[config.mk]
export PLATFORM = sky130hd
export DESIGN_NAME = gyro_bias_calibrator
export DESIGN_NICKNAME = d
export VERILOG_FILES = /design/src/sv/gbc_pkg.sv /design/src/sv/gbc_serial_mul.sv /design/src/sv/gbc_serial_div.sv /design/src/sv/gyro_bias_calibrator.sv
export SDC_FILE = /design/constraint.sdc
export NUM_CORES = 2
export LEC_CHECK = 0
export BUFFER_PORTS_ARGS = -buffer_cell sky130_fd_sc_hd__buf_2
export CAP_MARGIN = 20
export CORE_MARGIN = 2
export CORE_UTILIZATION = 57
export DETAILED_ROUTE_END_ITERATION = 8
export PLACE_DENSITY_LB_ADDON = 0.15
export SLEW_MARGIN = 15
export SYNTH_ARGS = -nofsm -noshare
export SYNTH_HDL_FRONTEND = slang
export SYNTH_SLANG_ARGS = --single-unit
export TNS_END_PERCENT = 50
[constraint.sdc]
create_clock -name clock -period 10.8 [get_ports clock]
set_clock_uncertainty 0.1 [all_clocks]
set_input_delay 0 -clock clock [delete_from_list [all_inputs] [get_ports clock]]
set_output_delay 0 -clock clock [all_outputs]
set_load 0.05 [all_outputs]
[src/sv/gbc_pkg.sv]
`default_nettype none
package gbc_pkg;
   localparam int MaxSamples    = 4096;
   localparam int ExtraAttempts = 200;
   localparam int CntW  = 13;
   localparam int OffW  = 28;
   localparam int RawW  = 16;
   localparam int SumW  = 29;
   localparam int SqW   = 43;
   // widest values: the dividend |sum| * 655360, and the product n * sqsum
   localparam int DivW  = 64;

   localparam logic [1:0] CMD_START  = 2'd0;
   localparam logic [1:0] CMD_SAMPLE = 2'd1;
   localparam logic [1:0] CMD_LOAD   = 2'd2;

   localparam logic [1:0] ST_OK     = 2'd0;
   localparam logic [1:0] ST_PASS   = 2'd1;
   localparam logic [1:0] ST_FAIL   = 2'd2;
   localparam logic [1:0] ST_BUSY   = 2'd3;

   localparam logic CSR_RANGE  = 1'b0;
   localparam logic CSR_TARGET = 1'b1;

   // scale in tenths of lsb per dps
   function automatic logic [10:0] scale_tenths(input logic [1:0] r);
      case (r)
         2'd0:    scale_tenths = 11'd1310;
         2'd1:    scale_tenths = 11'd655;
         2'd2:    scale_tenths = 11'd328;
         default: scale_tenths = 11'd164;
      endcase
   endfunction

   typedef struct packed {
      logic          start;
      logic [DivW-1:0] a;
      logic [DivW-1:0] b;
   } mul_req_type;
endpackage
`default_nettype wire

[src/sv/gbc_serial_mul.sv]
`default_nettype none
// shift-add multiplier, one bit of b per cycle
module gbc_serial_mul import gbc_pkg::*; (
   input  wire logic              clock,
   input  wire logic              reset,
   input  wire mul_req_type       req,
   output logic                   done,
   output logic [DivW-1:0]        prod
);
   logic [DivW-1:0] acc_ff, acc_in, a_ff, a_in, b_ff, b_in;
   logic            run_ff, run_in;

   always_comb begin
      acc_in = acc_ff; a_in = a_ff; b_in = b_ff; run_in = run_ff;
      if (req.start) begin
         acc_in = '0; a_in = req.a; b_in = req.b; run_in = 1'b1;
      end else if (run_ff) begin
         if (b_ff[0]) acc_in = acc_ff + a_ff;
         a_in = a_ff << 1;
         b_in = b_ff >> 1;
         if (b_ff[DivW-1:1] == '0) run_in = 1'b0;
      end
   end

   always_ff @(posedge clock) begin
      if (reset) run_ff <= 1'b0;
      else       run_ff <= run_in;
      acc_ff <= acc_in; a_ff <= a_in; b_ff <= b_in;
   end

   // done depends on registers only, so a caller may restart in the done cycle
   assign done = run_ff && (b_ff[DivW-1:1] == '0);
   assign prod = b_ff[0] ? acc_ff + a_ff : acc_ff;
endmodule
`default_nettype wire

[src/sv/gbc_serial_div.sv]
`default_nettype none
// restoring divider, one quotient bit per cycle
module gbc_serial_div import gbc_pkg::*; (
   input  wire logic              clock,
   input  wire logic              reset,
   input  wire mul_req_type       req,
   output logic                   done,
   output logic [DivW-1:0]        quot
);
   localparam int CW = $clog2(DivW + 1);
   logic [DivW-1:0] q_ff, q_in, d_ff, d_in;
   logic [DivW:0]   r_ff, r_in, trial;
   logic [CW-1:0]   cnt_ff, cnt_in;
   logic            run_ff, run_in;
   logic            fit;

   always_comb begin
      q_in = q_ff; d_in = d_ff; r_in = r_ff; cnt_in = cnt_ff; run_in = run_ff;
      trial = {r_ff[DivW-1:0], q_ff[DivW-1]};
      fit = (trial >= {1'b0, d_ff});
      if (req.start) begin
         q_in = req.a; d_in = req.b; r_in = '0;
         cnt_in = CW'(DivW); run_in = 1'b1;
      end else if (run_ff) begin
         if (fit) begin
            r_in = trial - {1'b0, d_ff};
            q_in = {q_ff[DivW-2:0], 1'b1};
         end else begin
            r_in = trial;
            q_in = {q_ff[DivW-2:0], 1'b0};
         end
         cnt_in = cnt_ff - 1'b1;
         if (cnt_ff == CW'(1)) run_in = 1'b0;
      end
   end

   always_ff @(posedge clock) begin
      if (reset) run_ff <= 1'b0;
      else       run_ff <= run_in;
      q_ff <= q_in; d_ff <= d_in; r_ff <= r_in; cnt_ff <= cnt_in;
   end

   // last quotient bit taken straight from the compare
   assign done = run_ff && (cnt_ff == CW'(1));
   assign quot = {q_ff[DivW-2:0], fit};
endmodule
`default_nettype wire

[src/sv/gyro_bias_calibrator.sv]
// gyro bias calibrator: command 0 starts a run, command 1 is one sample
// attempt, command 2 loads offsets; every request yields exactly one
// response carrying status, offsets, warning and good count. one request
// is worked on at a time and the input is ready only in idle. a start, a
// load, an ignored command or a sample while idle goes from acceptance
// straight to the response state, a failed read through the accept
// check first; a good read squares each raw axis in the bit-serial
// multiplier before that check. the sample that ends a successful run
// then runs, per axis, four serial multiplies and two restoring
// divisions. a response the receiver has not taken holds the next
// request in the response state.
`default_nettype none
module gyro_bias_calibrator import gbc_pkg::*; (
   input  wire logic         clock,
   input  wire logic         reset,
   input  wire logic         req_tvalid,
   output logic              req_tready,
   // command[1:0], read_ok[2], raw_x[18:3], raw_y[34:19], raw_z[50:35],
   // preset_x[78:51], preset_y[106:79], preset_z[134:107], zero fill
   input  wire logic [135:0] req_tdata,
   output logic              rsp_tvalid,
   input  wire logic         rsp_tready,
   // busy_res[0], status[2:1], offset_x[30:3], offset_y[58:31],
   // offset_z[86:59], spread_warning[87], good_count[100:88], zero fill
   output logic [103:0]      rsp_tdata,
   input  wire logic         csr_we,
   input  wire logic         csr_index,
   input  wire logic [12:0]  csr_wdata
);
   localparam logic [3:0] S_IDLE = 4'd0, S_SQ = 4'd1, S_SQW = 4'd2,
      S_ACC = 4'd3, S_RESP = 4'd4, S_FIN = 4'd5, S_M1W = 4'd7,
      S_D1W = 4'd8, S_M2W = 4'd9, S_M3W = 4'd10, S_M4W = 4'd11,
      S_D2W = 4'd12, S_NEXT = 4'd13;

   logic [3:0]  st_ff, st_in;
   logic [1:0]  range_ff, range_in;
   logic [12:0] target_ff, target_in;
   logic        run_ff, run_in, warn_ff, warn_in, wacc_ff, wacc_in;
   logic signed [SumW-1:0] sum_ff [3];
   logic signed [SumW-1:0] sum_in [3];
   logic [SqW-1:0]  sq_ff [3];
   logic [SqW-1:0]  sq_in [3];
   logic signed [OffW-1:0] off_ff [3];
   logic signed [OffW-1:0] off_in [3];
   logic [CntW-1:0] good_ff, good_in, att_ff, att_in;
   logic [1:0]  ax_ff, ax_in, status_ff, status_in;
   logic [135:0] rq_ff, rq_in;
   logic [DivW-1:0] t_ff, t_in;
   logic        ov_ff, ov_in;
   logic [103:0] od_ff, od_in;
   mul_req_type mreq, dreq;
   logic        mdone, ddone;
   logic [DivW-1:0] mprod, dquot;

   gbc_serial_mul u_mul (.clock, .reset, .req(mreq), .done(mdone), .prod(mprod));
   gbc_serial_div u_div (.clock, .reset, .req(dreq), .done(ddone), .quot(dquot));

   logic [12:0] eff_t;
   logic signed [RawW-1:0] raw [3];
   logic signed [SumW-1:0] cur_sum;
   logic [SumW-1:0] mag;
   logic [DivW-1:0] den;
   logic [10:0] sc;

   always_comb begin
      eff_t = (target_ff > 13'(MaxSamples)) ? 13'(MaxSamples) : target_ff;
      for (int i = 0; i < 3; i++) raw[i] = rq_ff[3 + 16*i +: 16];
      cur_sum = sum_ff[ax_ff];
      mag = cur_sum[SumW-1] ? SumW'(-cur_sum) : cur_sum;
      sc  = scale_tenths(range_ff);
      den = DivW'({11'd0, good_ff} * {13'd0, sc}); // narrow: 13 x 11 bits
   end

   always_comb begin
      st_in = st_ff; range_in = range_ff; target_in = target_ff;
      run_in = run_ff; warn_in = warn_ff; wacc_in = wacc_ff;
      sum_in = sum_ff; sq_in = sq_ff; off_in = off_ff;
      good_in = good_ff; att_in = att_ff; ax_in = ax_ff;
      status_in = status_ff; rq_in = rq_ff;
      t_in = t_ff; ov_in = ov_ff; od_in = od_ff;
      mreq = '0; dreq = '0;
      if (csr_we) begin
         if (csr_index == CSR_RANGE) range_in = csr_wdata[1:0];
         else                        target_in = csr_wdata;
      end
      if (ov_ff && rsp_tready) ov_in = 1'b0;
      case (st_ff)
         S_IDLE: begin
            if (req_tvalid) begin
               rq_in = req_tdata; status_in = ST_OK; ax_in = 2'd0;
               st_in = S_RESP;
               case (req_tdata[1:0])
                  CMD_START: begin
                     if (run_ff) status_in = ST_BUSY;
                     else begin
                        for (int i = 0; i < 3; i++) begin
                           sum_in[i] = '0; sq_in[i] = '0;
                        end
                        good_in = '0; att_in = '0; run_in = 1'b1;
                        if (eff_t == '0) begin
                           run_in = 1'b0; status_in = ST_FAIL;
                        end
                     end
                  end
                  CMD_SAMPLE: begin
                     if (run_ff) begin
                        att_in = att_ff + 1'b1;
                        st_in = req_tdata[2] ? S_SQ : S_ACC;
                     end
                  end
                  CMD_LOAD: begin
                     if (run_ff) status_in = ST_BUSY;
                     else for (int i = 0; i < 3; i++)
                        off_in[i] = req_tdata[51 + 28*i +: 28];
                  end
                  default: ;
               endcase
            end
         end
         S_SQ: begin
            mreq.start = 1'b1;
            mreq.a = DivW'(raw[ax_ff][RawW-1] ? -32'(raw[ax_ff]) : 32'(raw[ax_ff]));
            mreq.b = mreq.a;
            st_in = S_SQW;
         end
         S_SQW: if (mdone) begin
            sum_in[ax_ff] = sum_ff[ax_ff] + SumW'(raw[ax_ff]);
            sq_in[ax_ff]  = sq_ff[ax_ff] + SqW'(mprod);
            if (ax_ff == 2'd2) begin
               ax_in = 2'd0; good_in = good_ff + 1'b1; st_in = S_ACC;
            end else begin
               ax_in = ax_ff + 1'b1; st_in = S_SQ;
            end
         end
         S_ACC: begin
            if (good_ff >= eff_t || 14'(att_ff) >= 14'(eff_t) + 14'(ExtraAttempts)) begin
               run_in = 1'b0;
               if (good_ff == '0 || good_ff < (eff_t >> 1)) begin
                  status_in = ST_FAIL; st_in = S_RESP;
               end else begin
                  status_in = ST_PASS; wacc_in = 1'b0; ax_in = 2'd0;
                  st_in = S_FIN;
               end
            end else st_in = S_RESP;
         end
         S_FIN: begin
            // dividend |sum| * 655360
            mreq.start = 1'b1; mreq.a = DivW'(mag); mreq.b = 64'd655360;
            st_in = S_M1W;
         end
         S_M1W: if (mdone) begin
            if (DivW'(mag) * 64'd10 > (den << 1)) wacc_in = 1'b1;
            dreq.start = 1'b1; dreq.a = mprod; dreq.b = den;
            st_in = S_D1W;
         end
         S_D1W: if (ddone) begin
            off_in[ax_ff] = cur_sum[SumW-1] ? OffW'(-dquot) : OffW'(dquot);
            mreq.start = 1'b1; mreq.a = DivW'(sq_ff[ax_ff]);
            mreq.b = DivW'(good_ff);
            st_in = S_M2W;
         end
         S_M2W: if (mdone) begin
            t_in = mprod;
            mreq.start = 1'b1; mreq.a = DivW'(mag); mreq.b = DivW'(mag);
            st_in = S_M3W;
         end
         S_M3W: if (mdone) begin
            t_in = t_ff - mprod;
            mreq.start = 1'b1; mreq.a = den; mreq.b = den;
            st_in = S_M4W;
         end
         S_M4W: if (mdone) begin
            dreq.start = 1'b1; dreq.a = mprod; dreq.b = 64'd100;
            st_in = S_D2W;
         end
         S_D2W: if (ddone) begin
            if (t_ff > dquot) wacc_in = 1'b1;
            st_in = S_NEXT;
         end
         S_NEXT: begin
            if (ax_ff == 2'd2) begin
               warn_in = wacc_ff; st_in = S_RESP;
            end else begin
               ax_in = ax_ff + 1'b1; st_in = S_FIN;
            end
         end
         S_RESP: if (!ov_ff || rsp_tready) begin
            ov_in = 1'b1;
            od_in = {3'd0, good_in, warn_in, off_in[2], off_in[1], off_in[0],
                     status_in, run_in};
            st_in = S_IDLE;
         end
         default: st_in = S_IDLE;
      endcase
   end

   always_ff @(posedge clock) begin
      if (reset) begin
         st_ff <= S_IDLE; range_ff <= 2'd1; target_ff <= 13'd1000;
         run_ff <= 1'b0; warn_ff <= 1'b0; ov_ff <= 1'b0;
         good_ff <= '0; att_ff <= '0;
         for (int i = 0; i < 3; i++) begin
            sum_ff[i] <= '0; sq_ff[i] <= '0; off_ff[i] <= '0;
         end
      end else begin
         st_ff <= st_in; range_ff <= range_in; target_ff <= target_in;
         run_ff <= run_in; warn_ff <= warn_in; ov_ff <= ov_in;
         good_ff <= good_in; att_ff <= att_in;
         sum_ff <= sum_in; sq_ff <= sq_in; off_ff <= off_in;
      end
      wacc_ff <= wacc_in; ax_ff <= ax_in; status_ff <= status_in;
      rq_ff <= rq_in; t_ff <= t_in;
      od_ff <= od_in;
   end

   assign req_tready = (st_ff == S_IDLE);
   assign rsp_tvalid = ov_ff;
   assign rsp_tdata  = od_ff;

   ap_one_side: assert property (@(posedge clock) disable iff (reset)
      req_tready |-> !(st_ff != S_IDLE)) else $error("ready outside idle");
   ap_idle_pass: assert property (@(posedge clock) disable iff (reset)
      (st_ff == S_FIN) |-> !run_ff) else $error("finish while running");
   ap_good_cap: assert property (@(posedge clock) disable iff (reset)
      good_ff <= 13'(MaxSamples)) else $error("good count overflow");
endmodule
`default_nettype wire
## Yosys cells after proc, flatten, opt, wreduce, memory -nomap -nowiden

Index checks and enable logic that the tools add are counted.

| storage, ports and cells | value |
|---|---|
| output and inout port bits | 106 |
| word-level logic and storage cells | 253 |
| input bits | 155 |
| flip-flop bits (word level) | 962 |

| cells by class | value |
|---|---|
| multiplexer cells | 119 |
| add/subtract/negate cells | 13 |
| reductions and logical operators | 38 |
| equal/unequal tests | 38 |
| multipliers | 2 |
| bitwise operators | 2 |
| magnitude comparators | 9 |

Operator list:

| kind | number |
|---|---|
| 129-bit two-way mux | 9 |
| 64-bit two-way mux | 11 |
| 129-bit one-hot mux with 5 select lines | 1 |
| 129-bit one-hot mux with 2 select lines | 2 |
| 87-bit two-way mux | 4 |
| 84-bit two-way mux | 4 |
| 87-bit one-hot mux with 2 select lines | 1 |
| 84-bit one-hot mux with 2 select lines | 1 |
| 129-bit bitwise mux | 1 |
| 43-bit two-way mux | 3 |
| 64-bit one-hot mux with 2 select lines | 1 |
| 64-bit subtractor | 2 |
| 29-bit two-way mux | 4 |
| 13-bit two-way mux | 7 |
| 87-bit bitwise mux | 1 |
| 43-bit binary-select mux with 2-bit select | 1 |
| 43-bit demux with 2-bit select | 1 |
| 84-bit bitwise mux | 1 |
| 65-bit by 64-bit greater-or-equal comparator with 1-bit output | 1 |
| 64-bit adder | 1 |
| 64-bit > comparator | 1 |
| 16-bit negator with 64-bit output | 1 |
| 63-bit zero test | 1 |
| 29-bit binary-select mux with 2-bit select | 1 |
| other kinds (60) | 160 |

## Longest topological paths before layout

| depth | value |
|---|---|
| word-level depth | 11 |
| gate-level depth with buffers | 37 |
| mapped depth without buffers | 36 |

## By module

Synthesis repeated with hierarchy kept, for this count alone.

| second synthesis, totals | value |
|---|---|
| cell total of the unflattened synthesis | 7460 |
| area total of the unflattened synthesis | 67355.8 µm² |

Modules (own cells, without submodules):

| module | area an instance (µm²) | times used | seq. area each (µm²) | cells an instance |
|---|---|---|---|---|
| gyro_bias_calibrator | 41763.8 | 1 | 13513.0 | 4863 |
| gbc_serial_mul | 13241.4 | 1 | 5144.9 | 1351 |
| gbc_serial_div | 12350.6 | 1 | 5285.1 | 1246 |

## Least setup slack after synthesis

OpenSTA, ideal clock, no wires.

| path | value |
|---|---|
| path kind | register to register |
| start | register st_ff[2] |
| end | register od_ff[0], in the netlist rsp_tdata[0], enable pin |
| data required time | 9.891 ns |
| cell stages (with the launch flop) | 4 |
| setup slack | -0.564 ns |
| period minus slack after synthesis | 11.364 ns |
| buffers on the path | 1 |
| library setup time | 0.809 ns |
| arrival time | 10.455 ns |
| path through | dfxtp_1 clkinv_1 clkbuf_1 nor4_1 |

| on the way | value |
|---|---|
| longest elaborated chain between the ends | 2 |

Ends and longest elaborated chain:

| element | RTL line | text |
|---|---|---|
| from (decl) | gyro_bias_calibrator.sv:35 | `logic [3:0] st_ff, st_in;` |
| from (signal assigned) | gyro_bias_calibrator.sv:206 | `st_ff <= st_in; range_ff <= range_in; target_ff <= target_in;` |
| 4-bit by 3-bit == test with 1-bit output | gyro_bias_calibrator.sv:87 | `case (st_ff)` |
| 2-bit AND reduction (no source line) | -- |  |
| to (signal assigned) | gyro_bias_calibrator.sv:213 | `od_ff <= od_in;` |
| to (decl) | gyro_bias_calibrator.sv:50 | `logic [103:0] od_ff, od_in;` |

No other way between the ends.
A chain may end at the register's enable or synchronous reset.

## Worst setup path in the final report

| path | value |
|---|---|
| start | register range_ff[1] |
| end | register wacc_ff, enable pin |

| on the way | value |
|---|---|
| longest elaborated chain between the ends | 6 |
| elaborated cells between the ends (all ways) | 8 |
| those cells by class | mul (1); order compare (1); eq/ne (3); mux (1); reduce/logical (2) |

Ends and longest elaborated chain:

| element | RTL line | text |
|---|---|---|
| from (decl) | gyro_bias_calibrator.sv:36 | `logic [1:0] range_ff, range_in;` |
| from (signal assigned) | gyro_bias_calibrator.sv:206 |  |
| 2-bit == test, or another cell as far along | gbc_pkg.sv:27 | `case (r)` |
| 11-bit one-hot mux with 3 select lines * | gbc_pkg.sv:27 |  |
| 13-bit by 11-bit multiplier with 24-bit output * | gyro_bias_calibrator.sv:71 | `den = DivW'({11'd0, good_ff} * {13'd0, sc});` |
| 33-bit by 25-bit > comparator with 1-bit output * | gyro_bias_calibrator.sv:152 | `if (DivW'(mag) * 64'd10 > (den << 1)) wacc_in = 1'b1;` |
| 2-bit inequality test (no source line) * | -- |  |
| 7-bit AND reduction (no source line) * | -- |  |
| to (signal assigned) | gyro_bias_calibrator.sv:211 | `wacc_ff <= wacc_in; ax_ff <= ax_in; status_ff <= status_in;` |
| to (decl) | gyro_bias_calibrator.sv:38 | `logic run_ff, run_in, warn_ff, warn_in, wacc_ff, wacc_in;` |

Mark *: on every way between the ends. The rest lies on a longest branch, timed or not.

==> parameters.txt <==
Parameter                              Value

Detailed routing
  Detailed-route DRC error count ... 0
  Number of design-rule violations left by the first detailed-router iteration ... 4866
  Via count ... 54.2k
  Average vias per placed instance ... 6.20
  Final antenna-violating net count ... 0
  Final WL ... 190000 µm
  DRT Pass-1 Iters ... 6
  Routed wire per std cell ... 21.7 µm

Logic synthesis
  Syn Inst Count ... 6929
  Synthesis Warnings ... 0
  Post-synth top area cell ... edfxtp_1
  EDFF count, synth ... 434
  Portion of the post-synthesis area used by sequential elements ... 37.1%
  Post-synth design cell area ... 61200 µm²
  FF+latch count, synth ... 919
  Proportion of synthesized flip-flops having asynchronous set or reset ... 0%
  Mean cell area of the mapped netlist ... 8.84 µm²
  Area share of the largest cell type after synthesis ... 21.3%
  Count of cell types in the netlist ... 101
  Synth area leaders ... edfxtp_1, dfxtp_1, ha_1
  Prevailing post-synth register cell ... dfxtp_1

GRT
  Grt met3 use ... 5.44%
  Largest net degree at the start of global routing ... 153
  Global routing met1 resource utilization ... 45.3%
  Most used routing layer ... met2
  Met2 capacity usage during global routing ... 53.6%
  Via count of the first global-routing pass ... 51.7k
  Total overflow reported by the global router ... 0
  Global router's overall resource usage ... 33.4%
  Initial antenna violation count ... 9
  Global-route wire length before repair ... 294000 µm

Power
  Maximum vdd ir drop ... 0.157 mV
  Pwr/cell area ... 214 nW/µm²
  Leakage component of the power ... 29.3 nW

STA
  Fraction of the cycle the final worst path needs ... 88.3%
  Pin slew with the least headroom to its limit ... 1.29 ns
  Unrepaired setup endpoints after global routing ... no
  Worst-case headroom to the max-slew limit ... 13.4%
  Setup violators final ... 0
  Max-slew violation total from the final report ... 0
  Post-route minimum period ... 9.54 ns
  Sum of negative setup slack ... 0 ns
  Max frequency ... 105 MHz
  Final hold violation count ... 0

Layout
  Register cell area after layout ... 22700 µm²
  Design area ... 69500 µm²
  Filler instances ... 8837
  Proportion of layout cells with a drive suffix above 1 ... 7.85%
  NumNets Final ... 7982
  Combined area of the multi-input logic cells ... 35600 µm²
  Area growth syn-to-layout ... 13.5%

Clock network
  Clock transition at the registers of the reported paths ... 0.06 ns
  CTS-repair resized insts ... 0
  Clock tree buffer depth ... 3
  Post-CTS setup buffers ... 0
  Buffer type at the clock tree root ... clkbuf_16
  Inserted Clock Buffers ... 102
  Sinks on the clock net ... 919
  TritonCTS clock tree ... yes
  Worst-skew pair later-pin latency ... 0.75 ns
  H-tree levels ... 3
  Hold-fix buffers at CTS ... 251

Outcome
  Outcome ... finished, final reports clean

Worst setup path
  Count of buffering cells on the critical path with inverters included ... 6
  Cell type of the slowest stage on the worst timing path ... a2111oi_0
  CP Launch Type ... flip-flop
  Maximum fanout along the worst path ... 23
  Crit path max-delay family ... compound AO/OA/AOI/OAI gates
  Largest stage delay on the critical path ... 0.63 ns
  Data arrival time at the worst-slack endpoint ... 9.92 ns
  Endpoint kind of the worst setup timing path ... flip-flop
  Data required time at the worst endpoint ... 11.18 ns
  Crit Path Class ... reg -> reg

Die
  Area of the placeable core ... 107000 µm²
  Starting Density ... 57.3%
  Standard-cell rows ... 120
  Width of the die ... 332 µm
  DIE AREA ... 110000 µm²
  Die extent in y ... 332 µm
  I/O pin count ... 261

Placement
  IO Port Bufs ... 256
  Total half-perimeter wirelength after legalization and detailed placement ... 133000 µm
  Cell area after placement ... 63600 µm²
  Gpl congestion ... 0.966

Min path
  Min-delay worst type ... in -> reg

Run
  Number of maximum-capacitance constraint violations ... 0
## cells by family after synthesis
kind of cell,share of synthesized area [%]
AND/OR/NAND/NOR,16.2
other,0.00613
buffers and inverters,4.96
adder cells (fa/ha/maj),13.1
flip-flops,37.1
AO/OA/AOI/OAI,20.6
multiplexers,2.69
XOR/XNOR,5.31
## layer usage
metal,share of wire [%],wire (µm),up-vias
li1,-,-,25655
met1,43,81700,25981
met2,46,86800,2196
met3,7.5,14300,413
met4,3.9,7320,0
met5,0,0,-
## worst min-delay path: stages
cell	delay, ns
dlygate4sd3_1	0.53
buf_2	0.11
o22ai_1	0.07
nor3_1	0.13
## cell usage in the layout, fill, tap and decap left out, types with 200 or more instances in the layout
| master | Yosys | routed |
|---|---|---|
| xnor2_1 | 244 | 244 |
| dfxtp_1 | 485 | 483 |
| nor2_1 | 785 | 782 |
| buf_2 | 15 | 255 |
| a21oi_1 | 514 | 513 |
| inv_1 | 406 | 405 |
| a21o_1 | 201 | 200 |
| dlygate4sd3_1 | 0 | 251 |
| nand2_1 | 538 | 533 |
| edfxtp_1 | 434 | 434 |
| o21ai_0 | 419 | 419 |
| ha_1 | 475 | 475 |
## worst paths after layout
check        slack, ns           end           from  depth (start not counted)
max               1.26       wacc_ff    range_ff[1]                         30
min               0.05    off_ff[71]  req_tdata[66]                          4
max reg2reg       1.26       wacc_ff    range_ff[1]                         30
min reg2reg       0.27  rsp_tdata[2]   status_ff[1]                          0
## report_power, final
group / leakage [nW] / total (mW) / switching [mW] / internal [mW]
logic: 19.8 / 6.94 / 4.53 / 2.41
clock network: 1.62 / 3.47 / 1.56 / 1.91
registers: 7.92 / 4.48 / 0.260 / 4.22
## state kept, by name (all words and copies together) (netlist names), 2 cells and up
register      cells
u_mul.acc_ff     64
status_ff         2
t_ff             64
sum_ff           87
u_div.d_ff       24
sq_ff           129
range_ff          2
u_mul.a_ff       64
u_mul.b_ff       64
target_ff        13
st_ff             4
ax_ff             2
good_ff          13
u_div.r_ff       64
att_ff           13
u_div.q_ff       64
u_div.cnt_ff      7
rsp_tdata       101
off_ff           84
rq_ff            48
## layout make-up
type	count	area share [%]
clock buffer	147	4.12
clock inverter	46	0.663
sequential	919	32.7
timing repair buffer	591	6.45
antenna	6	0.0216
tap	1403	2.53
inverter	409	2.21
multi-input combinational	5225	51.3
## Yosys cell counts (14+ instances only)
library cell	n
inv_1	406
o2bb2ai_1	25
o41ai_1	14
o21ai_1	18
o21ai_0	419
buf_2	15
o22ai_1	63
or3_1	42
o21bai_1	62
a31oi_1	184
o31ai_1	37
nand3_1	150
a21boi_0	15
dfxtp_1	485
a22o_1	25
nand2_1	538
nor2_1	785
edfxtp_1	434
buf_1	26
and3_1	31
o211ai_1	19
nand2b_1	63
nor4_1	54
nand4b_1	18
xor2_1	127
o21a_1	64
fa_1	104
a311oi_1	21
nand4_1	86
a21oi_1	514
a211oi_1	127
mux2i_1	162
clkbuf_1	327
xnor2_1	244
and2_1	91
a22oi_1	41
nor2b_1	68
ha_1	475
or2_2	19
nor3_1	102
a21o_1	201
## per-stage QoR
step	total power [mW]	hold slack, ns	instances	setup WS (ns)	utilization (%)
global placement	11.1	0.0760	8294	1.33	59.6
finish	14.9	0.0479	8746	1.26	65.1
CTS	14.8	0.00158	8738	1.27	65.0
global route	15.7	0.0540	8745	0.646	65.1
floorplan	9.49	-0.00113	6932	2.87	-
detailed placement	11.2	0.0781	8294	1.30	59.6
No activity file was read; power rests on OpenSTA's default activity.
